[config.mk]
export PLATFORM = sky130hd
export DESIGN_NAME = uart_8n1_transceiver_flat
export DESIGN_NICKNAME = d
export VERILOG_FILES = /design/src/uart8n1_pkg.sv /design/src/uart8n1_if.sv /design/src/uart8n1_rx.sv /design/src/uart8n1_tx.sv /design/src/uart_8n1_transceiver.sv /design/src/flat_wrapper.sv
export VERILOG_INCLUDE_DIRS = /design/src /design/src/src
export SDC_FILE = /design/constraint.sdc
export NUM_CORES = 1
export LEC_CHECK = 0
export ABC_CLOCK_PERIOD_IN_PS = 6200
export CAP_MARGIN = 20
export CORE_MARGIN = 3
export CORE_UTILIZATION = 25
export DETAILED_ROUTE_END_ITERATION = 12
export DONT_BUFFER_PORTS = 1
export GPL_ROUTABILITY_DRIVEN = 0
export GPL_TIMING_DRIVEN = 0
export PLACE_DENSITY = 0.37
export RECOVER_POWER = 25
export SETUP_SLACK_MARGIN = 0.1
export SYNTH_ARGS = -nofsm -noshare
export SYNTH_HDL_FRONTEND = slang
export SYNTH_SLANG_ARGS = --single-unit
[constraint.sdc]
create_clock -name clk -period 6.2 [get_ports clk]
set_clock_uncertainty 0.15 [all_clocks]
set_input_delay 1.24 -clock clk [delete_from_list [all_inputs] [get_ports clk]]
set_output_delay 1.24 -clock clk [all_outputs]
set_load 0.005 [all_outputs]
[src/uart_8n1_transceiver_defines.svh]
// Assertion helpers shared by the transceiver modules.
`ifndef UART_8N1_TRANSCEIVER_DEFINES_SVH
`define UART_8N1_TRANSCEIVER_DEFINES_SVH

// The consequent must hold in the same cycle as the antecedent.
`define UART8N1_ASSERT_IMP(label, clk, rst, ante, cons) \
  label: assert property (@(posedge clk) disable iff (rst) (ante) |-> (cons)) \
    else $error("uart8n1: same-cycle check failed");

// The consequent must hold in the cycle after the antecedent.
`define UART8N1_ASSERT_NEXT(label, clk, rst, ante, cons) \
  label: assert property (@(posedge clk) disable iff (rst) (ante) |=> (cons)) \
    else $error("uart8n1: next-cycle check failed");

`endif

[src/uart8n1_pkg.sv]
package uart8n1_pkg;

  localparam int TicksW = 16;

  typedef logic [TicksW-1:0] ticks_t;

  localparam ticks_t TicksPerBitReset = 16'd16;
  localparam ticks_t CountMax         = '1;
  localparam logic [2:0] LastDataBit  = 3'd7;

  typedef struct packed {
    logic       done;
    logic       err;
    logic [7:0] data;
  } rx_status_t;

  typedef struct packed {
    logic line;
    logic idle;
  } tx_status_t;

  // Tick counters stop at their maximum rather than wrapping.
  function automatic ticks_t count_inc(ticks_t c);
    return (c == CountMax) ? c : c + ticks_t'(1);
  endfunction

endpackage

[src/uart8n1_if.sv]
interface uart8n1_tick_if;
  logic       valid;
  logic       ready;
  logic       rx_line;
  logic       send_request;
  logic [7:0] send_byte;

  modport source (output valid, output rx_line, output send_request, output send_byte,
                  input ready);
  modport sink (input valid, input rx_line, input send_request, input send_byte,
                output ready);
endinterface

interface uart8n1_result_if;
  logic       valid;
  logic       ready;
  logic       tx_line;
  logic       tx_idle;
  logic       rx_done;
  logic [7:0] rx_byte;
  logic       rx_error;

  modport source (output valid, output tx_line, output tx_idle, output rx_done,
                  output rx_byte, output rx_error, input ready);
  modport sink (input valid, input tx_line, input tx_idle, input rx_done,
                input rx_byte, input rx_error, output ready);
endinterface

[src/uart8n1_rx.sv]
module uart8n1_rx (
  input  logic                    clk,
  input  logic                    rst,
  input  logic                    advance,
  input  logic                    line,
  input  uart8n1_pkg::ticks_t     ticks_per_bit,
  output uart8n1_pkg::rx_status_t status
);
  import uart8n1_pkg::*;

  typedef enum logic [3:0] {
    RX_WAIT  = 4'b0001,
    RX_START = 4'b0010,
    RX_DATA  = 4'b0100,
    RX_STOP  = 4'b1000
  } rx_state_t;

  rx_state_t  state, state_next;
  ticks_t     count, count_next;
  logic [7:0] shift, shift_next;
  logic [2:0] bit_idx, bit_idx_next;

  logic [TicksW:0] sample_sum;
  ticks_t          sample_tick;
  ticks_t          count_step;
  logic            at_sample;
  logic            at_end;
  logic            done;
  logic            err;

  // The sample point is half a bit period, rounded up.
  assign sample_sum  = {1'b0, ticks_per_bit} + {{TicksW{1'b0}}, 1'b1};
  assign sample_tick = sample_sum[TicksW:1];
  assign count_step  = count_inc(count);
  assign at_sample   = (count_step == sample_tick);
  assign at_end      = (count_step >= ticks_per_bit);

  always_comb begin
    state_next   = state;
    count_next   = count_step;
    shift_next   = shift;
    bit_idx_next = bit_idx;
    done         = 1'b0;
    err          = 1'b0;
    unique case (state)
      RX_WAIT: begin
        if (!line) begin
          state_next = RX_START;
          count_next = '0;
          shift_next = '0;
        end
      end
      RX_START: begin
        if (at_sample) begin
          if (line) begin
            state_next = RX_WAIT;
            err        = 1'b1;
          end
        end else if (at_end) begin
          state_next   = RX_DATA;
          bit_idx_next = '0;
          count_next   = '0;
        end
      end
      RX_DATA: begin
        if (at_sample) begin
          shift_next = {line, shift[7:1]};
        end else if (at_end) begin
          count_next = '0;
          if (bit_idx == LastDataBit) begin
            state_next = RX_STOP;
          end else begin
            bit_idx_next = bit_idx + 3'd1;
          end
        end
      end
      RX_STOP: begin
        if (at_sample) begin
          if (!line) begin
            shift_next = '0;
            state_next = RX_WAIT;
            err        = 1'b1;
          end
        end else if (at_end) begin
          state_next = RX_WAIT;
          count_next = '0;
          done       = 1'b1;
        end
      end
      default: begin
        state_next = RX_WAIT;
      end
    endcase
  end

  assign status = '{done: done, err: err, data: shift_next};

  always_ff @(posedge clk) begin
    if (rst) begin
      state   <= RX_WAIT;
      count   <= '0;
      shift   <= '0;
      bit_idx <= '0;
    end else if (advance) begin
      state   <= state_next;
      count   <= count_next;
      shift   <= shift_next;
      bit_idx <= bit_idx_next;
    end
  end

endmodule

[src/uart8n1_tx.sv]
`include "uart_8n1_transceiver_defines.svh"

module uart8n1_tx (
  input  logic                    clk,
  input  logic                    rst,
  input  logic                    advance,
  input  logic                    send_request,
  input  logic [7:0]              send_byte,
  input  uart8n1_pkg::ticks_t     ticks_per_bit,
  output uart8n1_pkg::tx_status_t status
);
  import uart8n1_pkg::*;

  typedef enum logic [3:0] {
    TX_WAIT  = 4'b0001,
    TX_START = 4'b0010,
    TX_DATA  = 4'b0100,
    TX_STOP  = 4'b1000
  } tx_state_t;

  tx_state_t  state, state_next;
  ticks_t     count, count_next;
  logic [7:0] shift, shift_next;
  logic [2:0] bit_idx, bit_idx_next;
  logic       level, level_next;

  tx_state_t  state_now;
  logic [7:0] shift_now;
  ticks_t     count_step;
  logic       at_end;

  // A request restarts the frame in the same tick; its count starts from zero, as after
  // every bit boundary, so the start bit lasts as long as the others.
  assign state_now  = send_request ? TX_START : state;
  assign shift_now  = send_request ? send_byte : shift;
  assign count_step = send_request ? '0 : count_inc(count);
  assign at_end     = (count_step >= ticks_per_bit);

  always_comb begin
    state_next   = state_now;
    count_next   = count_step;
    shift_next   = shift_now;
    bit_idx_next = bit_idx;
    level_next   = level;
    unique case (state_now)
      TX_WAIT: begin
        level_next = 1'b1;
      end
      TX_START: begin
        if (at_end) begin
          state_next   = TX_DATA;
          bit_idx_next = '0;
          count_next   = '0;
          level_next   = shift_now[0];
        end else begin
          level_next = 1'b0;
        end
      end
      TX_DATA: begin
        if (at_end) begin
          count_next = '0;
          if (bit_idx == LastDataBit) begin
            state_next = TX_STOP;
            level_next = 1'b1;
          end else begin
            bit_idx_next = bit_idx + 3'd1;
            shift_next   = {1'b0, shift_now[7:1]};
            level_next   = shift_now[1];
          end
        end
      end
      TX_STOP: begin
        if (at_end) begin
          state_next = TX_WAIT;
          count_next = '0;
        end
        level_next = 1'b1;
      end
      default: begin
        state_next = TX_WAIT;
      end
    endcase
  end

  assign status = '{line: level_next, idle: (state_next == TX_WAIT)};

  always_ff @(posedge clk) begin
    if (rst) begin
      state   <= TX_WAIT;
      count   <= '0;
      shift   <= '0;
      bit_idx <= '0;
      level   <= 1'b1;
    end else if (advance) begin
      state   <= state_next;
      count   <= count_next;
      shift   <= shift_next;
      bit_idx <= bit_idx_next;
      level   <= level_next;
    end
  end

  `UART8N1_ASSERT_IMP(a_idle_line_high, clk, rst, state == TX_WAIT, level)
  `UART8N1_ASSERT_IMP(a_start_line_low, clk, rst, state == TX_START, !level)

endmodule

[src/uart_8n1_transceiver.sv]
// UART 8N1 transceiver: one transaction on the tick channel is one clock tick of the line.
// A tick is held in the input register and then in the result register before its
// result is offered; it waits in the input register while the result register is full.
// Throughput: one tick per cycle while res_ch is ready; tick_ch.ready follows res_ch.ready.
// Reset (synchronous, active high): both framers wait with the tx line high, counters
// and shift registers clear, ticks_per_bit returns to 16, both pipeline registers empty.
`include "uart_8n1_transceiver_defines.svh"

module uart_8n1_transceiver (
  input  logic                          clk,
  input  logic                          rst,
  uart8n1_tick_if.sink                  tick_ch,
  uart8n1_result_if.source              res_ch,
  input  logic                          cfg_we,
  input  logic [uart8n1_pkg::TicksW-1:0] cfg_wdata
);
  import uart8n1_pkg::*;

  ticks_t     ticks_per_bit;

  logic       in_valid;
  logic       in_rx_line;
  logic       in_send_request;
  logic [7:0] in_send_byte;

  logic       out_valid;
  logic       out_tx_line;
  logic       out_tx_idle;
  logic       out_rx_done;
  logic [7:0] out_rx_byte;
  logic       out_rx_error;

  logic       advance;
  rx_status_t rx_status;
  tx_status_t tx_status;

  assign advance       = in_valid && (!out_valid || res_ch.ready);
  assign tick_ch.ready = !in_valid || advance;

  always_ff @(posedge clk) begin
    if (rst) begin
      ticks_per_bit <= TicksPerBitReset;
    end else if (cfg_we) begin
      ticks_per_bit <= cfg_wdata;
    end
  end

  always_ff @(posedge clk) begin
    if (rst) begin
      in_valid <= 1'b0;
    end else if (tick_ch.ready) begin
      in_valid <= tick_ch.valid;
    end
  end

  always_ff @(posedge clk) begin
    if (tick_ch.valid && tick_ch.ready) begin
      in_rx_line      <= tick_ch.rx_line;
      in_send_request <= tick_ch.send_request;
      in_send_byte    <= tick_ch.send_byte;
    end
  end

  uart8n1_rx u_rx (
    .clk           (clk),
    .rst           (rst),
    .advance       (advance),
    .line          (in_rx_line),
    .ticks_per_bit (ticks_per_bit),
    .status        (rx_status)
  );

  uart8n1_tx u_tx (
    .clk           (clk),
    .rst           (rst),
    .advance       (advance),
    .send_request  (in_send_request),
    .send_byte     (in_send_byte),
    .ticks_per_bit (ticks_per_bit),
    .status        (tx_status)
  );

  always_ff @(posedge clk) begin
    if (rst) begin
      out_valid <= 1'b0;
    end else if (advance) begin
      out_valid <= 1'b1;
    end else if (res_ch.ready) begin
      out_valid <= 1'b0;
    end
  end

  always_ff @(posedge clk) begin
    if (advance) begin
      out_tx_line  <= tx_status.line;
      out_tx_idle  <= tx_status.idle;
      out_rx_done  <= rx_status.done;
      out_rx_byte  <= rx_status.data;
      out_rx_error <= rx_status.err;
    end
  end

  assign res_ch.valid    = out_valid;
  assign res_ch.tx_line  = out_tx_line;
  assign res_ch.tx_idle  = out_tx_idle;
  assign res_ch.rx_done  = out_rx_done;
  assign res_ch.rx_byte  = out_rx_byte;
  assign res_ch.rx_error = out_rx_error;

  `UART8N1_ASSERT_NEXT(a_advance_fills_result, clk, rst, advance, out_valid)
  `UART8N1_ASSERT_IMP(a_done_excludes_error, clk, rst, out_valid, !(out_rx_done && out_rx_error))
  `UART8N1_ASSERT_IMP(a_stall_only_when_full, clk, rst, !tick_ch.ready, in_valid && out_valid && !res_ch.ready)

endmodule
[src/flat_wrapper.sv]
// flat-port wrapper written by rule: the top's interface ports become plain ports
module uart_8n1_transceiver_flat import uart8n1_pkg::*;
  (clk, rst, cfg_we, cfg_wdata, tick_ch_valid, tick_ch_rx_line, tick_ch_send_request, tick_ch_send_byte, tick_ch_ready, res_ch_valid, res_ch_tx_line, res_ch_tx_idle, res_ch_rx_done, res_ch_rx_byte, res_ch_rx_error, res_ch_ready);
  uart8n1_tick_if tick_ch_i ();
  uart8n1_result_if res_ch_i ();
  input  logic clk;
  input  logic rst;
  input  logic cfg_we;
  input  logic [uart8n1_pkg::TicksW-1:0] cfg_wdata;
  input wire logic [$bits(tick_ch_i.valid)-1:0] tick_ch_valid;
  input wire logic [$bits(tick_ch_i.rx_line)-1:0] tick_ch_rx_line;
  input wire logic [$bits(tick_ch_i.send_request)-1:0] tick_ch_send_request;
  input wire logic [$bits(tick_ch_i.send_byte)-1:0] tick_ch_send_byte;
  output wire logic [$bits(tick_ch_i.ready)-1:0] tick_ch_ready;
  output wire logic [$bits(res_ch_i.valid)-1:0] res_ch_valid;
  output wire logic [$bits(res_ch_i.tx_line)-1:0] res_ch_tx_line;
  output wire logic [$bits(res_ch_i.tx_idle)-1:0] res_ch_tx_idle;
  output wire logic [$bits(res_ch_i.rx_done)-1:0] res_ch_rx_done;
  output wire logic [$bits(res_ch_i.rx_byte)-1:0] res_ch_rx_byte;
  output wire logic [$bits(res_ch_i.rx_error)-1:0] res_ch_rx_error;
  input wire logic [$bits(res_ch_i.ready)-1:0] res_ch_ready;
  assign tick_ch_i.valid = tick_ch_valid;
  assign tick_ch_i.rx_line = tick_ch_rx_line;
  assign tick_ch_i.send_request = tick_ch_send_request;
  assign tick_ch_i.send_byte = tick_ch_send_byte;
  assign tick_ch_ready = tick_ch_i.ready;
  assign res_ch_valid = res_ch_i.valid;
  assign res_ch_tx_line = res_ch_i.tx_line;
  assign res_ch_tx_idle = res_ch_i.tx_idle;
  assign res_ch_rx_done = res_ch_i.rx_done;
  assign res_ch_rx_byte = res_ch_i.rx_byte;
  assign res_ch_rx_error = res_ch_i.rx_error;
  assign res_ch_i.ready = res_ch_ready;
  uart_8n1_transceiver u_core (.clk(clk), .rst(rst), .tick_ch(tick_ch_i), .res_ch(res_ch_i), .cfg_we(cfg_we), .cfg_wdata(cfg_wdata));
endmodule
==> flow_metrics.env <==
export IMPL_layout_commonest_cell="nor2_1"
export IMPL_ys_seq_area_frac=0.345
export IMPL_cp_max_fo=10
export IMPL_final_cell_mix="nor2_1 (82), dfxtp_1 (81), nand2_1 (60)"
export IMPL_vias=5885
export IMPL_final_cells=1134
export IMPL_synth_warning_count=0
export IMPL_postRouteAntennaNets=0
export IMPL_ctsHoldBuffers=0
export IMPL_fp_coreArea_sq_um=25600
export IMPL_hp_start="u_core.u_tx.bit_idx[2]"
export IMPL_grt_pass1_wl_mm=31.9
export IMPL_numCtsBuffers=9
export IMPL_area_growth_syn_to_layout_pct=10.6
export IMPL_final_setup_viol_count=0
export IMPL_die_height_um=169
export IMPL_die_w_um=169
export IMPL_period_share=0.806
export IMPL_synth_flop_cell="dfxtp_1"
export IMPL_cts_setup_buffers=0
export IMPL_multi_input_area_sq_um=3950
export IMPL_regToRegSetupSlack_ps=1210
export IMPL_fillCellCount=2723
export IMPL_crit_arrival_ps=5140
export IMPL_synth_area_leaders="dfxtp_1 (25%), edfxtp_1 (10%), ha_1 (7.4%)"
export IMPL_cts_tree="yes"
export IMPL_power_density_nw_per_um2=198
export IMPL_fmax_mhz=200
export IMPL_holdCritPathClass="flip-flop to flip-flop"
export IMPL_antenna_found_initial=1
export IMPL_first_pass_iters=5
export IMPL_grt_ovfl_total=0
export IMPL_grtUsageTotal=0.141
export IMPL_syn_num_nets=856
export IMPL_ys_types=76
export IMPL_r2r_cells=18
export IMPL_synth_seq_cells=103
export IMPL_final_layout_size_suffix_gt1_frac=0.0648
export IMPL_grt_max_degree=18
export IMPL_root_buffer="clkbuf_16"
export IMPL_cts_reportedPaths_clkPinSlew_ps=80
export IMPL_initial_utilization=0.258
export IMPL_io_pins=45
export IMPL_final_hold_viol_count=0
export IMPL_synth_edf_count=22
export IMPL_wl_mm=20.0
export IMPL_seqCellArea_sq_um=2280
export IMPL_fin_ws_ps=1210
export IMPL_worstSkewPairLatency_ps=360
export IMPL_holdPathEnd="u_core.u_tx.bit_idx[2]"
export IMPL_netlist_area_leader_share=0.245
export IMPL_ir_drop_v=0.000101
export IMPL_r2r_start="u_core.u_tx.count[3]"
export IMPL_maxCapViolations=0
export IMPL_setup_tns_ps=0
export IMPL_fin_area_sq_um=7310
export IMPL_cts_buffer_depth=2
export IMPL_fin_nets=868
export IMPL_wl_per_cell_um=17.7
export IMPL_dp_worst_setup_slack_ps=1200
export IMPL_syn_inst=786
export IMPL_status="finished clean"
export IMPL_row_count=58
export IMPL_holdWs_ps=325
export IMPL_worstSetupPathType="flip-flop to flip-flop"
export IMPL_end_kind="flip-flop"
export IMPL_cts_max_level=3
export IMPL_drt_iter0_drc=471
export IMPL_holdPathStages=2
export IMPL_ctsResizeCount=0
export IMPL_tightest_slew_ps=942
export IMPL_syn_area_sq_um=6610
export IMPL_cp_required_ps=6340
export IMPL_relSlewSlack=0.364
export IMPL_viasPerCell=5.19
export IMPL_post_dp_hpwl_mm=15.4
export IMPL_dpl_cell_area_sq_um=7040
export IMPL_reg2reg_to="u_core.u_tx.bit_idx[2]"
export IMPL_rsz0062_at_grt="false"
export IMPL_drc=0
export IMPL_io_buffers=0
export IMPL_cts_sinks=103
export IMPL_dp_cells=1117
export IMPL_syn_area_per_cell_sq_um=8.41
export IMPL_worstSetupStartpoint="u_core.u_tx.count[3]"
export IMPL_final_max_slew_viol_count=0
export IMPL_async_reset_ff_frac=0
export IMPL_yosys_area_top_type="dfxtp_1"
export IMPL_p_leak_nw=2.67
export IMPL_die_area_sq_um=28400
export IMPL_min_period_ps=4990
export IMPL_cp_start_kind="flip-flop"
export IMPL_grt_pass1_vias=5644
-- logic make-up (layout without fill, tap and decap cells) --
| logic type | Yosys count | in the layout | share of synthesized area |
|---|---|---|---|
| and+or+nand+nor | 285 | 285 | 0.217 |
| AOI/OAI and AO/OA | 196 | 196 | 0.208 |
| DFF | 103 | 103 | 0.345 |
| buffers and inverters | 95 | 112 | 0.0568 |
| xor gates and xnor gates | 41 | 41 | 0.0543 |
| adders and majority gates | 39 | 39 | 0.0738 |
| muxes | 27 | 27 | 0.0447 |
| other | 0 | 1 | 0 |
-- stage by stage --
| stage | util | power (W) |
|---|---|---|
| finish | 0.285 | 0.00145 |
| global route | 0.285 | 0.00151 |
| CTS | 0.285 | 0.00147 |
| detailed placement | 0.275 | 0.000903 |
| global placement | 0.274 | 0.000898 |
| floorplan | - | 0.000850 |
-- layout make-up --
type                            count  area share
Multi-Input combinational cell    588       0.540
Antenna cell                        1    0.000342
Inverter                           53      0.0272
Sequential cell                   103       0.312
Timing Repair Buffer                1     0.00205
Clock inverter                      5     0.00547
Tap cell                          330      0.0565
Clock buffer                       11      0.0318
Buffer                             42      0.0241
-- flip-flops by register name (all words and copies together) (netlist names), 8 cells and up --
name,cells
u_core.u_tx.shift,8
u_core.u_rx.shift,8
u_core.ticks_per_bit,16
u_core.u_rx.count,16
u_core.in_send_byte,8
u_core.u_tx.count,16
u_core.res_ch.rx_byte,8
-- report_power, final --
part | internal, W | leakage [nW] | switching [W] | total (W)
combinational | 0.0000577 | 1.68 | 0.000107 | 0.000165
clock | 0.000277 | 0.123 | 0.000285 | 0.000562
sequential | 0.000704 | 0.868 | 0.0000186 | 0.000722
total | 0.00104 | 2.67 | 0.000411 | 0.00145
-- worst max-delay path: stages, from the launching register on --
cell	delay, ps
dfxtp_1	430
nand4_1	150
inv_1	120
nand4_1	150
nor3_1	590
nor2_1	230
nand3_1	160
xor2_1	150
nor2_1	100
ha_1	310
nand4_1	120
o21ai_0	200
nor2_1	60
nand2_1	100
o21ai_0	240
nor2_1	600
o311ai_0	500
or2_2	410
a21oi_1	160
-- synth_stat cells, drive strengths merged (16+ instances only) --
cell type,instances
xnor2,30
edfxtp,22
nand3,29
nor2,83
a31oi,16
ha,39
a21o,17
nand2,60
nor3,26
dfxtp,81
a22oi,25
mux2i,25
nand4,21
o21ai,38
inv,52
clkbuf,35
a21oi,33
-- layer usage --
| layer | routed length (um) | global-route usage | vias up |
|---|---|---|---|
| li1 | - | - | 2913 |
| met1 | 10200 | 0.204 | 2850 |
| met2 | 9100 | 0.218 | 101 |
| met3 | 448 | 0.0175 | 21 |
| met4 | 323 | 0.0445 | 0 |
| met5 | 0 | 0 | - |
-- how the worst max path moves through the flow --
stage	to	slack [ps]	cells past startpoint
detailed placement	u_core.u_tx.bit_idx[2]	1200	18
CTS	u_core.u_tx.bit_idx[2]	1190	18
finish	u_core.u_tx.bit_idx[2]	1210	18
floorplan	u_core.u_tx.shift[4]	2180	17
global route	u_core.u_tx.bit_idx[2]	630	18
global placement	u_core.u_tx.bit_idx[0]	1160	18
(Power assumes the default switching activity.)
